File: config.mk
export PLATFORM = sky130hd
export DESIGN_NAME = spring_damper_smoother_unit
export DESIGN_NICKNAME = d
export VERILOG_FILES = /design/src/design/sds_pkg.sv /design/src/design/sds_seq.sv /design/src/design/sds_dpath.sv /design/src/design/spring_damper_smoother_unit.sv
export SDC_FILE = /design/constraint.sdc
export NUM_CORES = 2
export LEC_CHECK = 0
export ABC_AREA = 1
export BUFFER_PORTS_ARGS = -buffer_cell sky130_fd_sc_hd__buf_2
export CORE_UTILIZATION = 45
export DETAILED_ROUTE_END_ITERATION = 12
export GPL_TIMING_DRIVEN = 0
export SETUP_SLACK_MARGIN = 0.02
export SLEW_MARGIN = 20
export SYNTH_ARGS = -nofsm -noshare
export SYNTH_HDL_FRONTEND = slang
export SYNTH_SLANG_ARGS = --single-unit
File: constraint.sdc
create_clock -name clk -period 19.7 [get_ports clk]
set_clock_uncertainty 0.2 [all_clocks]
set_input_delay 2.955 -clock clk [delete_from_list [all_inputs] [get_ports clk]]
set_output_delay 2.955 -clock clk [all_outputs]
set_load 0.005 [all_outputs]
File: src/design/sds_pkg.sv
// Types and constants for the spring-damper smoother.
// No dependencies.
package sds_pkg;

	localparam int POS_W  = 20;
	localparam int VEL_W  = 32;
	localparam int TIME_W = 32;
	localparam int DT_W   = 20;
	localparam int CFG_W  = 20;
	localparam int IDX_W  = 3;

	localparam logic [IDX_W-1:0] REG_STIFFNESS     = 3'd0;
	localparam logic [IDX_W-1:0] REG_DAMPING       = 3'd1;
	localparam logic [IDX_W-1:0] REG_POS_TOLERANCE = 3'd2;
	localparam logic [IDX_W-1:0] REG_VEL_TOLERANCE = 3'd3;
	localparam logic [IDX_W-1:0] REG_MAX_STEP      = 3'd4;
	localparam logic [IDX_W-1:0] REG_DEFAULT_STEP  = 3'd5;

	localparam logic [9:0]      RST_STIFFNESS     = 10'd120;
	localparam logic [7:0]      RST_DAMPING       = 8'd14;
	localparam logic [15:0]     RST_POS_TOLERANCE = 16'd33;
	localparam logic [15:0]     RST_VEL_TOLERANCE = 16'd66;
	localparam logic [DT_W-1:0] RST_MAX_STEP      = 20'd104858;
	localparam logic [DT_W-1:0] RST_DEFAULT_STEP  = 20'd17476;

	// round to nearest, ties away from zero, on a shift by 20
	localparam int TICK_SHIFT = 20;
	localparam logic signed [63:0] RND_POS = 64'sd524288;
	localparam logic signed [63:0] RND_NEG = 64'sd524287;

	typedef struct packed {
		logic signed [POS_W-1:0] target;
		logic [TIME_W-1:0]       now_ticks;
	} in_word_t;

	typedef struct packed {
		logic signed [POS_W-1:0] position;
		logic                    moving;
	} out_word_t;

	typedef struct packed {
		logic capture;
		logic snap;
		logic step_dt;
		logic mac_kx;
		logic mac_cv;
		logic mul_al;
		logic mac_ah;
		logic rnd;
		logic vsat;
		logic mul_vp;
		logic psat;
		logic commit;
	} ctrl_t;

endpackage

File: src/design/sds_seq.sv
// Sequencer for the spring-damper smoother: steps the shared multiplier.
// Depends on sds_pkg.
module sds_seq import sds_pkg::*; (
	input  logic  clk,
	input  logic  arst_n,
	input  logic  in_valid,
	output logic  in_ready,
	output logic  out_valid,
	input  logic  out_ready,
	output ctrl_t ctrl
);

	typedef enum logic [12:0] {
		S_IDLE  = 13'b0000000000001,
		S_FIRST = 13'b0000000000010,
		S_DT    = 13'b0000000000100,
		S_KX    = 13'b0000000001000,
		S_CV    = 13'b0000000010000,
		S_AL    = 13'b0000000100000,
		S_AH    = 13'b0000001000000,
		S_RV    = 13'b0000010000000,
		S_VS    = 13'b0000100000000,
		S_VP    = 13'b0001000000000,
		S_RP    = 13'b0010000000000,
		S_PS    = 13'b0100000000000,
		S_CK    = 13'b1000000000000
	} state_t;

	state_t state_q, state_d;
	logic   started_q;
	logic   out_valid_q;
	logic   slot_free;

	assign slot_free = !out_valid_q || out_ready;
	assign in_ready  = (state_q == S_IDLE);
	assign out_valid = out_valid_q;

	always_comb begin
		state_d = state_q;
		ctrl    = '0;
		case (state_q)
			S_IDLE: begin
				if (in_valid) begin
					ctrl.capture = 1'b1;
					state_d = started_q ? S_DT : S_FIRST;
				end
			end
			S_FIRST: begin
				if (slot_free) begin
					ctrl.snap = 1'b1;
					state_d = S_IDLE;
				end
			end
			S_DT: begin
				ctrl.step_dt = 1'b1;
				state_d = S_KX;
			end
			S_KX: begin
				ctrl.mac_kx = 1'b1;
				state_d = S_CV;
			end
			S_CV: begin
				ctrl.mac_cv = 1'b1;
				state_d = S_AL;
			end
			S_AL: begin
				ctrl.mul_al = 1'b1;
				state_d = S_AH;
			end
			S_AH: begin
				ctrl.mac_ah = 1'b1;
				state_d = S_RV;
			end
			S_RV: begin
				ctrl.rnd = 1'b1;
				state_d = S_VS;
			end
			S_VS: begin
				ctrl.vsat = 1'b1;
				state_d = S_VP;
			end
			S_VP: begin
				ctrl.mul_vp = 1'b1;
				state_d = S_RP;
			end
			S_RP: begin
				ctrl.rnd = 1'b1;
				state_d = S_PS;
			end
			S_PS: begin
				ctrl.psat = 1'b1;
				state_d = S_CK;
			end
			S_CK: begin
				if (slot_free) begin
					ctrl.commit = 1'b1;
					state_d = S_IDLE;
				end
			end
			default: begin
				state_d = S_IDLE;
			end
		endcase
	end

	always_ff @(posedge clk or negedge arst_n) begin
		if (!arst_n) begin
			state_q     <= S_IDLE;
			started_q   <= 1'b0;
			out_valid_q <= 1'b0;
		end else begin
			state_q <= state_d;
			if (ctrl.snap) begin
				started_q <= 1'b1;
			end
			if (ctrl.snap || ctrl.commit) begin
				out_valid_q <= 1'b1;
			end else if (out_ready) begin
				out_valid_q <= 1'b0;
			end
		end
	end

endmodule

File: src/design/sds_dpath.sv
// Datapath for the spring-damper smoother: config registers, state and
// one shared signed multiplier with accumulator. Depends on sds_pkg.
module sds_dpath import sds_pkg::*; (
	input  logic             clk,
	input  logic             arst_n,
	input  logic             cfg_we,
	input  logic [IDX_W-1:0] cfg_index,
	input  logic [CFG_W-1:0] cfg_data,
	input  ctrl_t            ctrl,
	input  in_word_t         in_data,
	output out_word_t        out_data
);

	logic [9:0]      stiff_q;
	logic [7:0]      damp_q;
	logic [15:0]     ptol_q;
	logic [15:0]     vtol_q;
	logic [DT_W-1:0] maxs_q;
	logic [DT_W-1:0] defs_q;

	logic signed [POS_W-1:0] tgt_q;
	logic [TIME_W-1:0]       now_q;
	logic signed [POS_W-1:0] pos_q;
	logic signed [VEL_W-1:0] vel_q;
	logic [TIME_W-1:0]       last_q;

	logic [DT_W-1:0]         dt_q;
	logic signed [POS_W:0]   dx_q;
	logic signed [41:0]      acc_q;
	logic signed [63:0]      prod_q;
	logic signed [VEL_W-1:0] vnew_q;
	logic signed [POS_W-1:0] pnew_q;
	logic                    vconv_q;
	logic signed [POS_W-1:0] opos_q;
	logic                    omov_q;

	logic signed [32:0] mul_a;
	logic signed [21:0] mul_b;
	logic signed [54:0] mul_p;
	logic signed [63:0] mul_x;

	logic [TIME_W-1:0]  diff;
	logic signed [63:0] rnd_add;
	logic signed [63:0] rsum;
	logic signed [43:0] vsum;
	logic signed [33:0] psum;
	logic [VEL_W:0]     vabs;
	logic signed [POS_W:0] perr;
	logic [POS_W:0]     pabs;
	logic               pconv;

	always_comb begin
		mul_a = '0;
		mul_b = '0;
		if (ctrl.mac_kx) begin
			mul_a = {{12{dx_q[POS_W]}}, dx_q};
			mul_b = {12'd0, stiff_q};
		end else if (ctrl.mac_cv) begin
			mul_a = {vel_q[VEL_W-1], vel_q};
			mul_b = {14'd0, damp_q};
		end else if (ctrl.mul_al) begin
			mul_a = {12'd0, acc_q[20:0]};
			mul_b = {2'd0, dt_q};
		end else if (ctrl.mac_ah) begin
			mul_a = {{12{acc_q[41]}}, acc_q[41:21]};
			mul_b = {2'd0, dt_q};
		end else if (ctrl.mul_vp) begin
			mul_a = {vnew_q[VEL_W-1], vnew_q};
			mul_b = {2'd0, dt_q};
		end
	end

	assign mul_p   = mul_a * mul_b;
	assign mul_x   = {{9{mul_p[54]}}, mul_p};
	assign diff    = now_q - last_q;
	assign rnd_add = prod_q[63] ? RND_NEG : RND_POS;
	assign rsum    = prod_q + rnd_add;
	assign vsum    = {{12{vel_q[VEL_W-1]}}, vel_q} + prod_q[43:0];
	assign psum    = {{14{pos_q[POS_W-1]}}, pos_q} + prod_q[33:0];
	assign vabs    = vnew_q[VEL_W-1] ? (33'd0 - {vnew_q[VEL_W-1], vnew_q})
		: {1'b0, vnew_q};
	assign perr    = {pnew_q[POS_W-1], pnew_q} - {tgt_q[POS_W-1], tgt_q};
	assign pabs    = perr[POS_W] ? (21'd0 - perr) : perr;
	assign pconv   = pabs < {5'd0, ptol_q};

	always_ff @(posedge clk or negedge arst_n) begin
		if (!arst_n) begin
			stiff_q <= RST_STIFFNESS;
			damp_q  <= RST_DAMPING;
			ptol_q  <= RST_POS_TOLERANCE;
			vtol_q  <= RST_VEL_TOLERANCE;
			maxs_q  <= RST_MAX_STEP;
			defs_q  <= RST_DEFAULT_STEP;
		end else if (cfg_we) begin
			case (cfg_index)
				REG_STIFFNESS:     stiff_q <= cfg_data[9:0];
				REG_DAMPING:       damp_q  <= cfg_data[7:0];
				REG_POS_TOLERANCE: ptol_q  <= cfg_data[15:0];
				REG_VEL_TOLERANCE: vtol_q  <= cfg_data[15:0];
				REG_MAX_STEP:      maxs_q  <= cfg_data;
				REG_DEFAULT_STEP:  defs_q  <= cfg_data;
				default: ;
			endcase
		end
	end

	always_ff @(posedge clk or negedge arst_n) begin
		if (!arst_n) begin
			pos_q  <= '0;
			vel_q  <= '0;
			last_q <= '0;
		end else begin
			if (ctrl.snap) begin
				pos_q  <= tgt_q;
				vel_q  <= '0;
				last_q <= now_q;
			end
			if (ctrl.step_dt) begin
				last_q <= now_q;
			end
			if (ctrl.commit) begin
				if (pconv && vconv_q) begin
					pos_q <= tgt_q;
					vel_q <= '0;
				end else begin
					pos_q <= pnew_q;
					vel_q <= vnew_q;
				end
			end
		end
	end

	always_ff @(posedge clk) begin
		if (ctrl.capture) begin
			tgt_q <= in_data.target;
			now_q <= in_data.now_ticks;
		end
		if (ctrl.step_dt) begin
			if (diff == '0 || diff[TIME_W-1]) begin
				dt_q <= defs_q;
			end else if (diff > {12'd0, maxs_q}) begin
				dt_q <= maxs_q;
			end else begin
				dt_q <= diff[DT_W-1:0];
			end
			dx_q <= {pos_q[POS_W-1], pos_q} - {tgt_q[POS_W-1], tgt_q};
		end
		if (ctrl.mac_kx) begin
			acc_q <= -$signed(mul_p[41:0]);
		end
		if (ctrl.mac_cv) begin
			acc_q <= acc_q - $signed(mul_p[41:0]);
		end
		if (ctrl.mul_al || ctrl.mul_vp) begin
			prod_q <= mul_x;
		end
		if (ctrl.mac_ah) begin
			prod_q <= prod_q + (mul_x <<< 21);
		end
		if (ctrl.rnd) begin
			prod_q <= rsum >>> TICK_SHIFT;
		end
		if (ctrl.vsat) begin
			if (!vsum[43] && (|vsum[42:31])) begin
				vnew_q <= {1'b0, {(VEL_W-1){1'b1}}};
			end else if (vsum[43] && !(&vsum[42:31])) begin
				vnew_q <= {1'b1, {(VEL_W-1){1'b0}}};
			end else begin
				vnew_q <= vsum[VEL_W-1:0];
			end
		end
		if (ctrl.mul_vp) begin
			vconv_q <= vabs < {17'd0, vtol_q};
		end
		if (ctrl.psat) begin
			if (!psum[33] && (|psum[32:19])) begin
				pnew_q <= {1'b0, {(POS_W-1){1'b1}}};
			end else if (psum[33] && !(&psum[32:19])) begin
				pnew_q <= {1'b1, {(POS_W-1){1'b0}}};
			end else begin
				pnew_q <= psum[POS_W-1:0];
			end
		end
		if (ctrl.snap) begin
			opos_q <= tgt_q;
			omov_q <= 1'b0;
		end
		if (ctrl.commit) begin
			if (pconv && vconv_q) begin
				opos_q <= tgt_q;
				omov_q <= 1'b0;
			end else begin
				opos_q <= pnew_q;
				omov_q <= 1'b1;
			end
		end
	end

	assign out_data.position = opos_q;
	assign out_data.moving   = omov_q;

endmodule

File: src/design/spring_damper_smoother_unit.sv
// Spring-damper smoother: one word in, one word out; the first word after reset
// only snaps position to its target. in_ready is low while a word is worked.
// Each word steps the shared 33x22 multiplier through five products and
// two rounding passes through its accumulator. Result sits in an output
// register; a new word is taken while it waits. Async active-low reset
// restores register defaults and clears position, velocity and started.
module spring_damper_smoother_unit import sds_pkg::*; (
	input  logic             clk,
	input  logic             arst_n,
	input  logic             cfg_we,
	input  logic [IDX_W-1:0] cfg_index,
	input  logic [CFG_W-1:0] cfg_data,
	input  logic             in_valid,
	output logic             in_ready,
	input  in_word_t         in_data,
	output logic             out_valid,
	input  logic             out_ready,
	output out_word_t        out_data
);

	ctrl_t ctrl;

	sds_seq u_seq (
		.clk       (clk),
		.arst_n    (arst_n),
		.in_valid  (in_valid),
		.in_ready  (in_ready),
		.out_valid (out_valid),
		.out_ready (out_ready),
		.ctrl      (ctrl)
	);

	sds_dpath u_dpath (
		.clk       (clk),
		.arst_n    (arst_n),
		.cfg_we    (cfg_we),
		.cfg_index (cfg_index),
		.cfg_data  (cfg_data),
		.ctrl      (ctrl),
		.in_data   (in_data),
		.out_data  (out_data)
	);

endmodule

==> qor.csv <==
metric;value;unit
status;completed;
mux contribution to synthesized area;0.0004819;
Synth Area in Compound Gates;0.1179;
final setup fails;0;
CP peak stage delay;820;ps
Syn Area/Cell;7.420;sq um
GRT overflow;0;
Max-Cap Viols;0;
buffers and inverters on the worst path;11;
CTS tree;built;
Fillers;13940;
slowest stage cell, crit path;o22ai_1;
VDD IR-drop max;101.7;uV
Most used DFF post-synth;edfxtp_1;
clock buffer depth;3;
DIE HEIGHT;374.1;um
initial antenna violation count;15;
Final Hold Vio Count;0;
Vias/cell;5.600;
Synth Warn #;0;
Clock Sinks;462;
Via Count;58390;
post-synthesis sequential area ratio;0.2080;
TNS Setup;0;ps
post-synthesis net count;9566;
multi-input logic area;42500;sq um
WP data arrival;13050;ps
crit path capture type;register;
Synth Area in Simple Gates;0.2323;
Die ar.;140000;sq um
share of the synthesized area in the top cell type;0.2072;
Routed WL per cell;22.66;um
CORE AREA;137500;sq um
vias in the first global route;57360;
gr usage total;0.3351;
Final Max Tran Viols;0;
Horiz. Die Dim;374.1;um
Cell Pwr Density;69.31;nW/um^2
Mapped Area;62310;sq um
layout cells sized above 1;0.05414;
CTS Hold Bufs;0;
Setup Buffers After CTS;0;
FFs w/ async S/R, synth;0.4091;
DRC;0;
startpoint types;register;
Synth Area in Adders;0.2962;
P_leak;0.03317;uW
Routability Congestion;1.046;
first-pass GRT wire length;352300;um
post-synthesis register bit count;462;
PostCTS Resize Cnt;0;
actual slew at the worst max-slew pin;1088;ps
CTS Root Cell;clkbuf_16;
Area Overhead vs Synth;8.026;%
WS Path Type;reg2reg;
largest net degree at the start of global routing;89;
relative slew slack;0.2690;
Initial Utilization;0.4532;
# port buffers;102;
DRT iter0 DRCs;5563;
final WL;236300;um
Crit Path Max Fanout;10;
H-tree depth;2;
HP Class;reg2reg;
Synth area leaders;fa_1 (21%), edfxtp_1 (13%), nand2_1 (12%), inv_1 (9.3%), ha_1 (8.9%);
Max Clock Freq;78.00;MHz
register area;12960;sq um
TritonCTS Buffers;57;
worst setup margin;6879;ps
hpwl dp;199400;um
minimum clock period;12820;ps
number of enable flip-flop cells after synthesis;273;
final worst-path cycle share;0.6508;
CP top delay family;adder cells;
Synth Area in XOR/XNOR;0.03466;
Clock Latency Late Sink;700;ps
Worst-path clk slew;60;ps
Cells after Synth;8398;
RSZ-0062 raised after global routing;false;
nets@finish;9745;
Pre-antenna DRT Iters;8;
Synth area leader;fa_1;
required time worst endpoint;19930;ps
Yosys cell types;67;
antenna viol nets, final;0;
Rows;136;
top-level I/O count;103;
Top cell by count, worst path;nand2_1;
largest family of logic cells by synthesized area;adder cells;
worst slack, placed;7238;ps
==> cells in the final DEF (no fill, tap or decap), types with 161 or more instances in the layout <==
cell / Yosys / routed
buf_2: 53 / 161
nand2_1: 1977 / 1976
nor2_1: 882 / 880
inv_1: 1538 / 1537
fa_1: 645 / 644
o21ai_0: 510 / 509
nand3_1: 284 / 284
xor2_1: 167 / 167
edfxtp_1: 273 / 273
ha_1: 443 / 443
a21oi_1: 469 / 469
dfrtp_1: 164 / 164
==> synth_stat cells (13+ instances only) <==
master / number
inv_1: 1538
nand2_1: 1977
and2_1: 27
nor4_1: 42
xnor2_1: 74
a21o_1: 42
nand3_1: 284
buf_6: 14
o21bai_1: 33
nor2_1: 882
ha_1: 443
nor3_1: 79
o22ai_1: 48
or2_2: 15
a31oi_1: 56
dfrtp_1: 164
inv_2: 36
o21ai_0: 510
a21oi_1: 469
nand4_1: 101
edfxtp_1: 273
nand2_2: 30
o21a_1: 24
o21ai_1: 31
fa_1: 645
a21boi_0: 19
buf_2: 53
nor2_2: 13
dfstp_2: 25
xor2_1: 167
clkbuf_1: 115
o211ai_1: 28
==> layout make-up <==
cell class	count	share of cell area
repair buffers	120	0.01110
clock inverters	33	0.005762
well taps	1794	0.03335
multi-input cells	6157	0.6314
diodes	9	0.0003346
clock buffers	74	0.02320
flip-flops and latches	462	0.1925
inverters	1583	0.08827
plain buffers	196	0.01409
==> metal layers <==
metal | track usage | wire length, um | vias to the layer above
li1 | - | - | 27010
met1 | 0.4479 | 99100 | 28410
met4 | 0.1405 | 11260 | 10
met2 | 0.5364 | 106200 | 2470
met3 | 0.05599 | 19730 | 491
met5 | 0 | 56 | -
==> power by group <==
part / switching [uW] / internal (uW)
combinational: 1530 / 699
sequential: 96.1 / 1230
clock: 475 / 642
==> path summary, 6_finish.rpt <==
check | start | to | slack (ps) | cells past startpoint
min | u_seq.started_q | u_seq.state_q[1] | 280 | 1
min in group asynchronous | arst_n | u_dpath.last_q[16] | 1880 | 1
max | u_seq.state_q[3] | u_dpath.prod_q[62] | 6880 | 45
max reg2reg | u_seq.state_q[3] | u_dpath.prod_q[62] | 6880 | 45
min reg2reg | u_seq.started_q | u_seq.state_q[1] | 280 | 1
max in group asynchronous | arst_n | u_dpath.vel_q[25] | 16220 | 3
==> state kept, by name (all words and copies together) (netlist names), 21 cells and up <==
register / count
u_dpath.vel_q: 32
u_dpath.now_q: 32
u_dpath.vnew_q: 32
u_dpath.prod_q: 64
u_dpath.last_q: 32
u_dpath.acc_q: 42
u_dpath.dx_q: 21
==> kinds of logic (layout without fill, tap and decap cells) <==
family,after synthesis,in the layout
adders and majority gates,1088,1088
AOI/OAI and AO/OA,1317,1317
DFF,462,462
xor gates and xnor gates,244,244
muxes,3,3
other,0,9
and+or+nand+nor,3505,3505
buffers and inverters,1779,2006
==> through the flow <==
| stage | cell area [sq um] | total power [uW] | hold slack, ps | utilization | cells |
|---|---|---|---|---|---|
| after floorplan | 62310 | 2819 | 234.2 | - | 8398 |
| after global placement | 65070 | 3484 | 249.2 | 0.4732 | 10290 |
| after detailed placement | 65330 | 3516 | 267.3 | 0.4752 | 10310 |
| after CTS | 67280 | 4640 | 275.5 | 0.4894 | 10420 |
| after global routing | 67290 | 4966 | 298.6 | 0.4894 | 10420 |
| final | 67310 | 4665 | 282.7 | 0.4896 | 10430 |
Power figures use the tool's default switching activity.
